===== src/hdl/tsw_pkg.sv =====
`timescale 1ns / 1ps
// Shared types and constants for the tile map scroll window core.
// Depends on nothing; every other file in hdl/ uses it by scoped names.
package tsw_pkg;

   // Configuration register indexes.
   localparam int unsigned CSR_INDEX_WIDTH = 3;
   localparam int unsigned CSR_DATA_WIDTH  = 11;

   localparam logic [CSR_INDEX_WIDTH-1:0] CSR_TILE_SHIFT_X  = 3'd0;
   localparam logic [CSR_INDEX_WIDTH-1:0] CSR_TILE_SHIFT_Y  = 3'd1;
   localparam logic [CSR_INDEX_WIDTH-1:0] CSR_MAP_TILES_X   = 3'd2;
   localparam logic [CSR_INDEX_WIDTH-1:0] CSR_MAP_TILES_Y   = 3'd3;
   localparam logic [CSR_INDEX_WIDTH-1:0] CSR_WINDOW_WIDTH  = 3'd4;
   localparam logic [CSR_INDEX_WIDTH-1:0] CSR_WINDOW_HEIGHT = 3'd5;

   // Reset values of the configuration registers.
   localparam logic [2:0]  RESET_TILE_SHIFT = 3'd3;
   localparam logic [9:0]  RESET_MAP_TILES  = 10'd64;
   localparam logic [10:0] RESET_WINDOW_W   = 11'd319;
   localparam logic [10:0] RESET_WINDOW_H   = 11'd239;

   // Bit positions of the direction codes in way and blocked.
   localparam int unsigned WAY_UP_BIT    = 0;
   localparam int unsigned WAY_DOWN_BIT  = 1;
   localparam int unsigned WAY_LEFT_BIT  = 2;
   localparam int unsigned WAY_RIGHT_BIT = 3;

   // Item kinds.
   localparam logic KIND_RELATIVE = 1'b0;
   localparam logic KIND_ABSOLUTE = 1'b1;

   typedef struct packed {
      logic        kind;
      logic [3:0]  way;
      logic [15:0] amount;
      logic [15:0] pos_x;
      logic [15:0] pos_y;
   } req_type;

   typedef struct packed {
      logic [3:0]  blocked;
      logic [15:0] scroll_x;
      logic [15:0] scroll_y;
      logic [15:0] first_tile_x;
      logic [15:0] first_tile_y;
      logic [6:0]  fine_x;
      logic [6:0]  fine_y;
      logic [11:0] tiles_across;
      logic [11:0] tiles_down;
   } rsp_type;

   // Geometry of one axis, as held in the configuration registers.
   typedef struct packed {
      logic [2:0]  shift;
      logic [9:0]  map_tiles;
      logic [10:0] window;
   } axis_cfg_type;

   // What one axis unit hands back for an item.
   typedef struct packed {
      logic [15:0] pos;
      logic [15:0] first_tile;
      logic [6:0]  fine;
      logic [11:0] tiles;
      logic        dec_hit;
      logic        inc_hit;
   } axis_res_type;

endpackage


===== src/hdl/tsw_csr.sv =====
`timescale 1ns / 1ps
// Configuration register file of the tile map scroll window core.
// Depends on tsw_pkg for register indexes, reset values and axis_cfg_type.
module tsw_csr (
   input  logic                                clock,
   input  logic                                reset,
   input  logic                                csr_valid,
   output logic                                csr_ready,
   input  logic [tsw_pkg::CSR_INDEX_WIDTH-1:0] csr_index,
   input  logic [tsw_pkg::CSR_DATA_WIDTH-1:0]  csr_wdata,
   output tsw_pkg::axis_cfg_type               cfg_x,
   output tsw_pkg::axis_cfg_type               cfg_y
);

   tsw_pkg::axis_cfg_type cfg_x_ff, cfg_x_in;
   tsw_pkg::axis_cfg_type cfg_y_ff, cfg_y_in;

   // Writes are always taken: csr_ready is tied high.
   assign csr_ready = 1'b1;

   always_comb begin
      cfg_x_in = cfg_x_ff;
      cfg_y_in = cfg_y_ff;
      if (csr_valid) begin
         case (csr_index)
            tsw_pkg::CSR_TILE_SHIFT_X:  cfg_x_in.shift     = csr_wdata[2:0];
            tsw_pkg::CSR_TILE_SHIFT_Y:  cfg_y_in.shift     = csr_wdata[2:0];
            tsw_pkg::CSR_MAP_TILES_X:   cfg_x_in.map_tiles = csr_wdata[9:0];
            tsw_pkg::CSR_MAP_TILES_Y:   cfg_y_in.map_tiles = csr_wdata[9:0];
            tsw_pkg::CSR_WINDOW_WIDTH:  cfg_x_in.window    = csr_wdata;
            tsw_pkg::CSR_WINDOW_HEIGHT: cfg_y_in.window    = csr_wdata;
            default: ;
         endcase
      end
   end

   always_ff @(posedge clock) begin
      if (reset) begin
         cfg_x_ff <= '{shift: tsw_pkg::RESET_TILE_SHIFT, map_tiles: tsw_pkg::RESET_MAP_TILES,
                       window: tsw_pkg::RESET_WINDOW_W};
         cfg_y_ff <= '{shift: tsw_pkg::RESET_TILE_SHIFT, map_tiles: tsw_pkg::RESET_MAP_TILES,
                       window: tsw_pkg::RESET_WINDOW_H};
      end else begin
         cfg_x_ff <= cfg_x_in;
         cfg_y_ff <= cfg_y_in;
      end
   end

   assign cfg_x = cfg_x_ff;
   assign cfg_y = cfg_y_ff;

endmodule


===== src/hdl/tsw_axis.sv =====
`timescale 1ns / 1ps
// One axis of the scroll window: clamped move toward zero, then away from zero,
// or an absolute load; then tile, fine offset and tile count. Depends on tsw_pkg.
module tsw_axis (
   input  tsw_pkg::axis_cfg_type cfg,
   input  logic [15:0]           pos,
   input  logic                  set_en,
   input  logic [15:0]           set_pos,
   input  logic                  dec_en,
   input  logic                  inc_en,
   input  logic [15:0]           amount,
   output tsw_pkg::axis_res_type res
);

   logic [16:0] map_px;
   logic [16:0] diff;
   logic [15:0] limit;
   logic [15:0] pos_dec;
   logic        dec_hit;
   logic [16:0] sum;
   logic [15:0] pos_inc;
   logic        inc_hit;
   logic [15:0] pos_new;
   logic [6:0]  fine_mask;
   logic [6:0]  fine;
   logic [7:0]  tile_size;
   logic [10:0] uncut;
   logic [7:0]  rest;
   logic [7:0]  rest_left;
   logic        more;

   // Largest scroll: map pixels minus window, floored at zero and capped at 16 bits.
   always_comb begin
      map_px = 17'(cfg.map_tiles) << cfg.shift;
      if (map_px > 17'(cfg.window)) begin
         diff = map_px - 17'(cfg.window);
      end else begin
         diff = '0;
      end
      limit = diff[16] ? 16'hFFFF : diff[15:0];
   end

   // Move toward zero first, then away from zero from where that left us.
   always_comb begin
      pos_dec = pos;
      dec_hit = 1'b0;
      if (dec_en) begin
         if (amount > pos) begin
            pos_dec = '0;
            dec_hit = 1'b1;
         end else begin
            pos_dec = pos - amount;
         end
      end

      sum     = 17'(pos_dec) + 17'(amount);
      pos_inc = pos_dec;
      inc_hit = 1'b0;
      if (inc_en && (amount != '0)) begin
         if (pos_dec >= limit) begin
            inc_hit = 1'b1;
         end else if (sum > 17'(limit)) begin
            pos_inc = limit;
            inc_hit = 1'b1;
         end else begin
            pos_inc = sum[15:0];
         end
      end

      pos_new = set_en ? set_pos : pos_inc;
   end

   // Tile position and the count of tiles the window touches.
   always_comb begin
      fine_mask = 7'((8'd1 << cfg.shift) - 8'd1);
      fine      = pos_new[6:0] & fine_mask;
      tile_size = 8'd1 << cfg.shift;
      uncut     = cfg.window >> cfg.shift;
      rest      = 8'(cfg.window[6:0] & fine_mask) + 8'(fine);
      more      = (rest >= tile_size);
      rest_left = more ? (rest - tile_size) : rest;
   end

   always_comb begin
      res.pos        = pos_new;
      res.first_tile = pos_new >> cfg.shift;
      res.fine       = fine;
      res.tiles      = 12'(uncut) + 12'(more) + 12'(rest_left != '0);
      res.dec_hit    = dec_hit && !set_en;
      res.inc_hit    = inc_hit && !set_en;
   end

endmodule


===== src/hdl/tilemap_scroll_window_core.sv =====
`timescale 1ns / 1ps
// Top level of the tile map scroll window core: handshakes, position state,
// input and result registers. Depends on tsw_pkg, tsw_csr and tsw_axis.
//
//   Channel | Direction | Handshake          | Payload
//   --------+-----------+--------------------+-------------------------------
//   req_    | in        | req_valid/req_stall | req_data  (tsw_pkg::req_type)
//   rsp_    | out       | rsp_valid/rsp_stall | rsp_data  (tsw_pkg::rsp_type)
//   csr_    | in        | csr_valid/csr_ready | csr_index, csr_wdata
//
// One item is accepted every cycle while req_stall is low. An item is held in the
// input register, is worked out against the held scroll position, and lands in
// the result register, from which it can transfer out when rsp_stall is low.
// The rate is set by the single pass through the two axis units, which also
// write the new position back in that same cycle.
// Reset is synchronous and active high; it clears both valid flags, the scroll
// position (to zero) and the configuration registers (to their defaults).
// A stalled result holds in the result register while the input register still
// takes one more item; only when both are full does req_stall rise.
module tilemap_scroll_window_core (
   input  logic                                clock,
   input  logic                                reset,

   input  logic                                req_valid,
   output logic                                req_stall,
   input  tsw_pkg::req_type                    req_data,

   output logic                                rsp_valid,
   input  logic                                rsp_stall,
   output tsw_pkg::rsp_type                    rsp_data,

   input  logic                                csr_valid,
   output logic                                csr_ready,
   input  logic [tsw_pkg::CSR_INDEX_WIDTH-1:0] csr_index,
   input  logic [tsw_pkg::CSR_DATA_WIDTH-1:0]  csr_wdata
);

   tsw_pkg::axis_cfg_type cfg_x;
   tsw_pkg::axis_cfg_type cfg_y;

   // Input register.
   logic             in_valid_ff, in_valid_in;
   tsw_pkg::req_type in_data_ff,  in_data_in;

   // Result register.
   logic             rsp_valid_ff, rsp_valid_in;
   tsw_pkg::rsp_type rsp_data_ff,  rsp_data_in;

   // Scroll position.
   logic [15:0] pos_x_ff, pos_x_in;
   logic [15:0] pos_y_ff, pos_y_in;

   logic out_free;
   logic advance;
   logic req_take;
   logic set_en;

   tsw_pkg::axis_res_type res_x;
   tsw_pkg::axis_res_type res_y;

   tsw_csr u_csr (
      .clock     (clock),
      .reset     (reset),
      .csr_valid (csr_valid),
      .csr_ready (csr_ready),
      .csr_index (csr_index),
      .csr_wdata (csr_wdata),
      .cfg_x     (cfg_x),
      .cfg_y     (cfg_y)
   );

   // The result register can take a new item when it is empty or being drained.
   // The input register moves on whenever the result register can take its item.
   assign out_free  = !rsp_valid_ff || !rsp_stall;
   assign advance   = in_valid_ff && out_free;
   assign req_stall = in_valid_ff && !out_free;
   assign req_take  = req_valid && !req_stall;

   assign set_en = (in_data_ff.kind == tsw_pkg::KIND_ABSOLUTE);

   // Vertical axis handles up then down; horizontal handles left then right.
   tsw_axis u_axis_y (
      .cfg     (cfg_y),
      .pos     (pos_y_ff),
      .set_en  (set_en),
      .set_pos (in_data_ff.pos_y),
      .dec_en  (in_data_ff.way[tsw_pkg::WAY_UP_BIT]),
      .inc_en  (in_data_ff.way[tsw_pkg::WAY_DOWN_BIT]),
      .amount  (in_data_ff.amount),
      .res     (res_y)
   );

   tsw_axis u_axis_x (
      .cfg     (cfg_x),
      .pos     (pos_x_ff),
      .set_en  (set_en),
      .set_pos (in_data_ff.pos_x),
      .dec_en  (in_data_ff.way[tsw_pkg::WAY_LEFT_BIT]),
      .inc_en  (in_data_ff.way[tsw_pkg::WAY_RIGHT_BIT]),
      .amount  (in_data_ff.amount),
      .res     (res_x)
   );

   always_comb begin
      // When the input side is not stalled the input register either is empty
      // or hands its item on this cycle, so it simply follows req_valid.
      in_valid_in = req_stall ? in_valid_ff : req_valid;
      in_data_in  = req_take ? req_data : in_data_ff;

      rsp_valid_in = out_free ? in_valid_ff : rsp_valid_ff;

      rsp_data_in = rsp_data_ff;
      pos_x_in    = pos_x_ff;
      pos_y_in    = pos_y_ff;
      if (advance) begin
         rsp_data_in.blocked[tsw_pkg::WAY_UP_BIT]    = res_y.dec_hit;
         rsp_data_in.blocked[tsw_pkg::WAY_DOWN_BIT]  = res_y.inc_hit;
         rsp_data_in.blocked[tsw_pkg::WAY_LEFT_BIT]  = res_x.dec_hit;
         rsp_data_in.blocked[tsw_pkg::WAY_RIGHT_BIT] = res_x.inc_hit;
         rsp_data_in.scroll_x     = res_x.pos;
         rsp_data_in.scroll_y     = res_y.pos;
         rsp_data_in.first_tile_x = res_x.first_tile;
         rsp_data_in.first_tile_y = res_y.first_tile;
         rsp_data_in.fine_x       = res_x.fine;
         rsp_data_in.fine_y       = res_y.fine;
         rsp_data_in.tiles_across = res_x.tiles;
         rsp_data_in.tiles_down   = res_y.tiles;
         pos_x_in = res_x.pos;
         pos_y_in = res_y.pos;
      end
   end

   always_ff @(posedge clock) begin
      if (reset) begin
         in_valid_ff  <= 1'b0;
         rsp_valid_ff <= 1'b0;
         pos_x_ff     <= '0;
         pos_y_ff     <= '0;
      end else begin
         in_valid_ff  <= in_valid_in;
         rsp_valid_ff <= rsp_valid_in;
         pos_x_ff     <= pos_x_in;
         pos_y_ff     <= pos_y_in;
      end
   end

   // Payload registers carry no reset.
   always_ff @(posedge clock) begin
      in_data_ff  <= in_data_in;
      rsp_data_ff <= rsp_data_in;
   end

   assign rsp_valid = rsp_valid_ff;
   assign rsp_data  = rsp_data_ff;

endmodule


===== config.mk =====
export PLATFORM = sky130hd
export DESIGN_NAME = tilemap_scroll_window_core
export DESIGN_NICKNAME = d
export VERILOG_FILES = /design/src/hdl/tsw_pkg.sv /design/src/hdl/tsw_csr.sv /design/src/hdl/tsw_axis.sv /design/src/hdl/tilemap_scroll_window_core.sv
export SDC_FILE = /design/constraint.sdc
export NUM_CORES = 1
export LEC_CHECK = 0
export ABC_AREA = 1
export BUFFER_PORTS_ARGS = -buffer_cell sky130_fd_sc_hd__buf_2
export CORE_ASPECT_RATIO = 0.9
export CORE_MARGIN = 4
export CORE_UTILIZATION = 50
export DETAILED_ROUTE_END_ITERATION = 7
export MAX_ROUTING_LAYER = met4
export PLACE_DENSITY = 0.69
export RECOVER_POWER = 25
export SKIP_LAST_GASP = 1
export SLEW_MARGIN = 0
export SYNTH_ARGS = -nofsm -noshare
export SYNTH_HDL_FRONTEND = slang
export SYNTH_SLANG_ARGS = --single-unit

===== constraint.sdc =====
create_clock -name clock -period 9.66 [get_ports clock]
set_input_delay 0.966 -clock clock [delete_from_list [all_inputs] [get_ports clock]]
set_output_delay 0.966 -clock clock [all_outputs]
set_load 0.02 [all_outputs]

==> impl_metrics.ini <==
[status]
status = finished, violations left
violations = capacitance limit, slew limit

[hold_path]
hp-class = flip-flop to flip-flop

[drt]
drtAntennaViolNets = 0
drc_errors = 0
wirelength_mm = 72.84
routed_via_density = 5.689
firstDrtPassIters = 6
via_count = 20729
wl_per_cell_um = 19.99
drt_iter0_drc = 2255

[yosys]
synth-seq-cells = 241
yosysTopAreaCellShare_pct = 23.62
yosysTopAreaCell = edfxtp_1
synth_cell_types = 55
synth_ff_type = edfxtp_1
syn_inst = 2797
synth_top_family_by_area = simple AND/OR/NAND/NOR gates
ys_warn_count = 0
synth_commonest_cells = 709 x nand2_1, 327 x inv_1, 277 x nand3_1
syn_avg_cell_area_um2 = 7.228
syn_nets = 3065
ys_seq_area_share_pct = 31.74
yosys.area_share.simple_pct = 29.06
synth_edf_count = 159
synth_xor_area_share_pct = 4.679
synth.area.top_cells = edfxtp_1 24%, nand2_1 13%, ha_1 11%
synthAdderAreaFrac_pct = 12.58
synth_compound_area_share_pct = 13.16
synth.most_common_cell = nand2_1
async_reset_ff_share_pct = 0
syn_area_mm2 = 0.02022
synth.area.mux_share_pct = 0.1980

[timing]
setup_ws_ns = 0.4607
finClkSkew_ns = 0.02038
max-slew-margin-rel_pct = -442.1
period_share_pct = 95.23
max_slew.worst_pin.slew_ns = 8.132
slew_violations = 154
period_needed_ns = 9.199
max_freq_mhz = 108.7
hold_viol_final = 0
setup_viol = 0

[clocking]
htreeDepth = 1
cts_root_buf = clkbuf_16
cts.reportedPaths.clkPinSlew_ns = 0.06
insertion_delay_ns = 0.57
clock_sinks = 241
cts_tree = done
cts_buffer_depth = 3
numCtsBuffers = 27

[place]
dpl.hpwl_mm = 58.36
gp_congestion = 1.075
io_buffers = 179
dp.cells = 3572
placed_area_mm2 = 0.02245
pre_cts_slack_ns = -0.4211

[layout]
nets = 3358
fin_cells = 3644
nFillCells = 3748
drive_gt1_share_pct = 18.71
post-route-util_pct = 60.46
syn2layout_area_growth_pct = 18.76
fin_area_mm2 = 0.02401

[setup_path]
required_ns = 9.96
cpPeakStageDelay_ns = 0.43
endpoint_kind = flip-flop
crit_top_cell = nand3_1
path_buf_inv = 8
path_class = flip-flop to flip-flop
critPathLaunchType = flip-flop
cp_max_fo = 6
crit_slowest_cell = fa_2
worst_ep_arrival_time_ns = 9.50
cp_top_family = adder cells

[floorplan]
initial_core_util_pct = 50.91
die_w_um = 220.0
rows = 69
ios = 181
dieArea_mm2 = 0.04372
die_h_um = 198.8
core_area_mm2 = 0.03971

[global_routing]
grt_first_pass_wirelength_mm = 110.2
antenna_found_initial = 0
grt_pass1_vias = 19461
gr-usage-all-layers_pct = 33.14
grt-ovfl-total = 0
grt_max_degree = 154

[power_and_ir_drop]
irDropWorstVdd_mv = 0.1422
total_power_uw = 4413
cellLeakagePower_uw = 0.01193
powerDensity_mw_per_mm2 = 183.8

[job]
cap_viol_max_count = 1
worst paths after layout:
kind                   startpoint         endpoint  slack (ns)  cells past startpoint
hold / removal    u_csr.cfg_x[14]  u_csr.cfg_x[14]        0.49                      2
setup / recovery   in_data_ff[32]     rsp_data[20]        0.46                     56
setup reg to reg   in_data_ff[32]     rsp_data[20]        0.46                     56
hold reg to reg   u_csr.cfg_x[14]  u_csr.cfg_x[14]        0.49                      2
routing by layer:
layer  wire length, um  GRT usage [%]  part of all wire, %
met3              5220          3.803                  7.2
met1             32260          45.34                   44
met5                 0              -                    0
met4              2484          9.326                  3.4
met2             32870          52.35                   45
sequential cells by signal, summed over array words and instances (netlist names):
| signal | count |
|---|---|
| pos_x_ff | 16 |
| u_csr.cfg_y | 24 |
| rsp_valid | 1 |
| rsp_data | 106 |
| in_valid_ff | 1 |
| u_csr.cfg_x | 24 |
| in_data_ff | 52 |
| set_en | 1 |
| pos_y_ff | 16 |
timing repair:
item                                    CTS  global route
endpoints found under the setup margin    9            24
pin swaps                                 1            29
buffers inserted                          2            18
hold buffers                              0             0
gates cloned                              0             1
gates resized for setup                  11           132
worst register-to-register path, delay by kind of cell, from the launching register on:
kind                     cells  cell delay (ns)
adder cells (fa/ha/maj)      9             2.66
XOR/XNOR                     2             0.42
AND/OR/NAND/NOR             23             2.45
buffers and inverters        8             0.80
AO/OA/AOI/OAI               14             2.25
flip-flops                   1             0.35
area by class of cell:
cell class                 instances  area, um^2  area share, %
antenna                            1       2.502        0.01042
clock inverter                    21       226.5         0.9432
timing repair buffer             347        2161          9.000
clock buffer                      29       693.2          2.887
multi-input combinational       2139       12580          52.38
inverter                         334        1261          5.253
sequential                       241        6422          26.75
tap                              532       665.6          2.772
per-stage QoR:
stage | TNS [ns] | hold WS, ns
6_report | 0 | 0.4918
5_1_grt | -0.02095 | 0.5058
4_1_cts | 0 | 0.4923
3_5_place_dp | -1.820 | 0.4754
3_3_place_gp | -0.1103 | 0.4640
2_1_floorplan | 0 | 0.4395
power by group:
part,switching [uW],internal [uW]
Sequential,38.5,1200
Clock,465,609
Combinational,1320,776
Total,1820,2590
logic make-up (layout without fill, tap and decap cells):
group,Yosys count,after routing
adder cells (fa/ha/maj),196,196
buffers and inverters,418,731
flip-flops,241,241
XOR/XNOR,108,108
AND/OR/NAND/NOR,1353,1354
AO/OA/AOI/OAI,476,476
other,1,2
multiplexers,4,4
layout by cell type (no fill, tap or decap), types with 20 or more instances in the layout:
cell type    n
nand2_1    696
inv_1      325
nand3_1    270
nor2_1     201
ha_1       176
a21oi_1    169
buf_2      169
buf_4      164
edfxtp_1   159
o21ai_0    151
dfxtp_1     79
xor2_1      69
nand2_2     34
nand4_1     34
xnor2_1     31
clkbuf_16   27
or2_2       25
o21ai_1     23
o211ai_1    23
nor3_1      21
nand3_2     20
(Power assumes the default switching activity.)
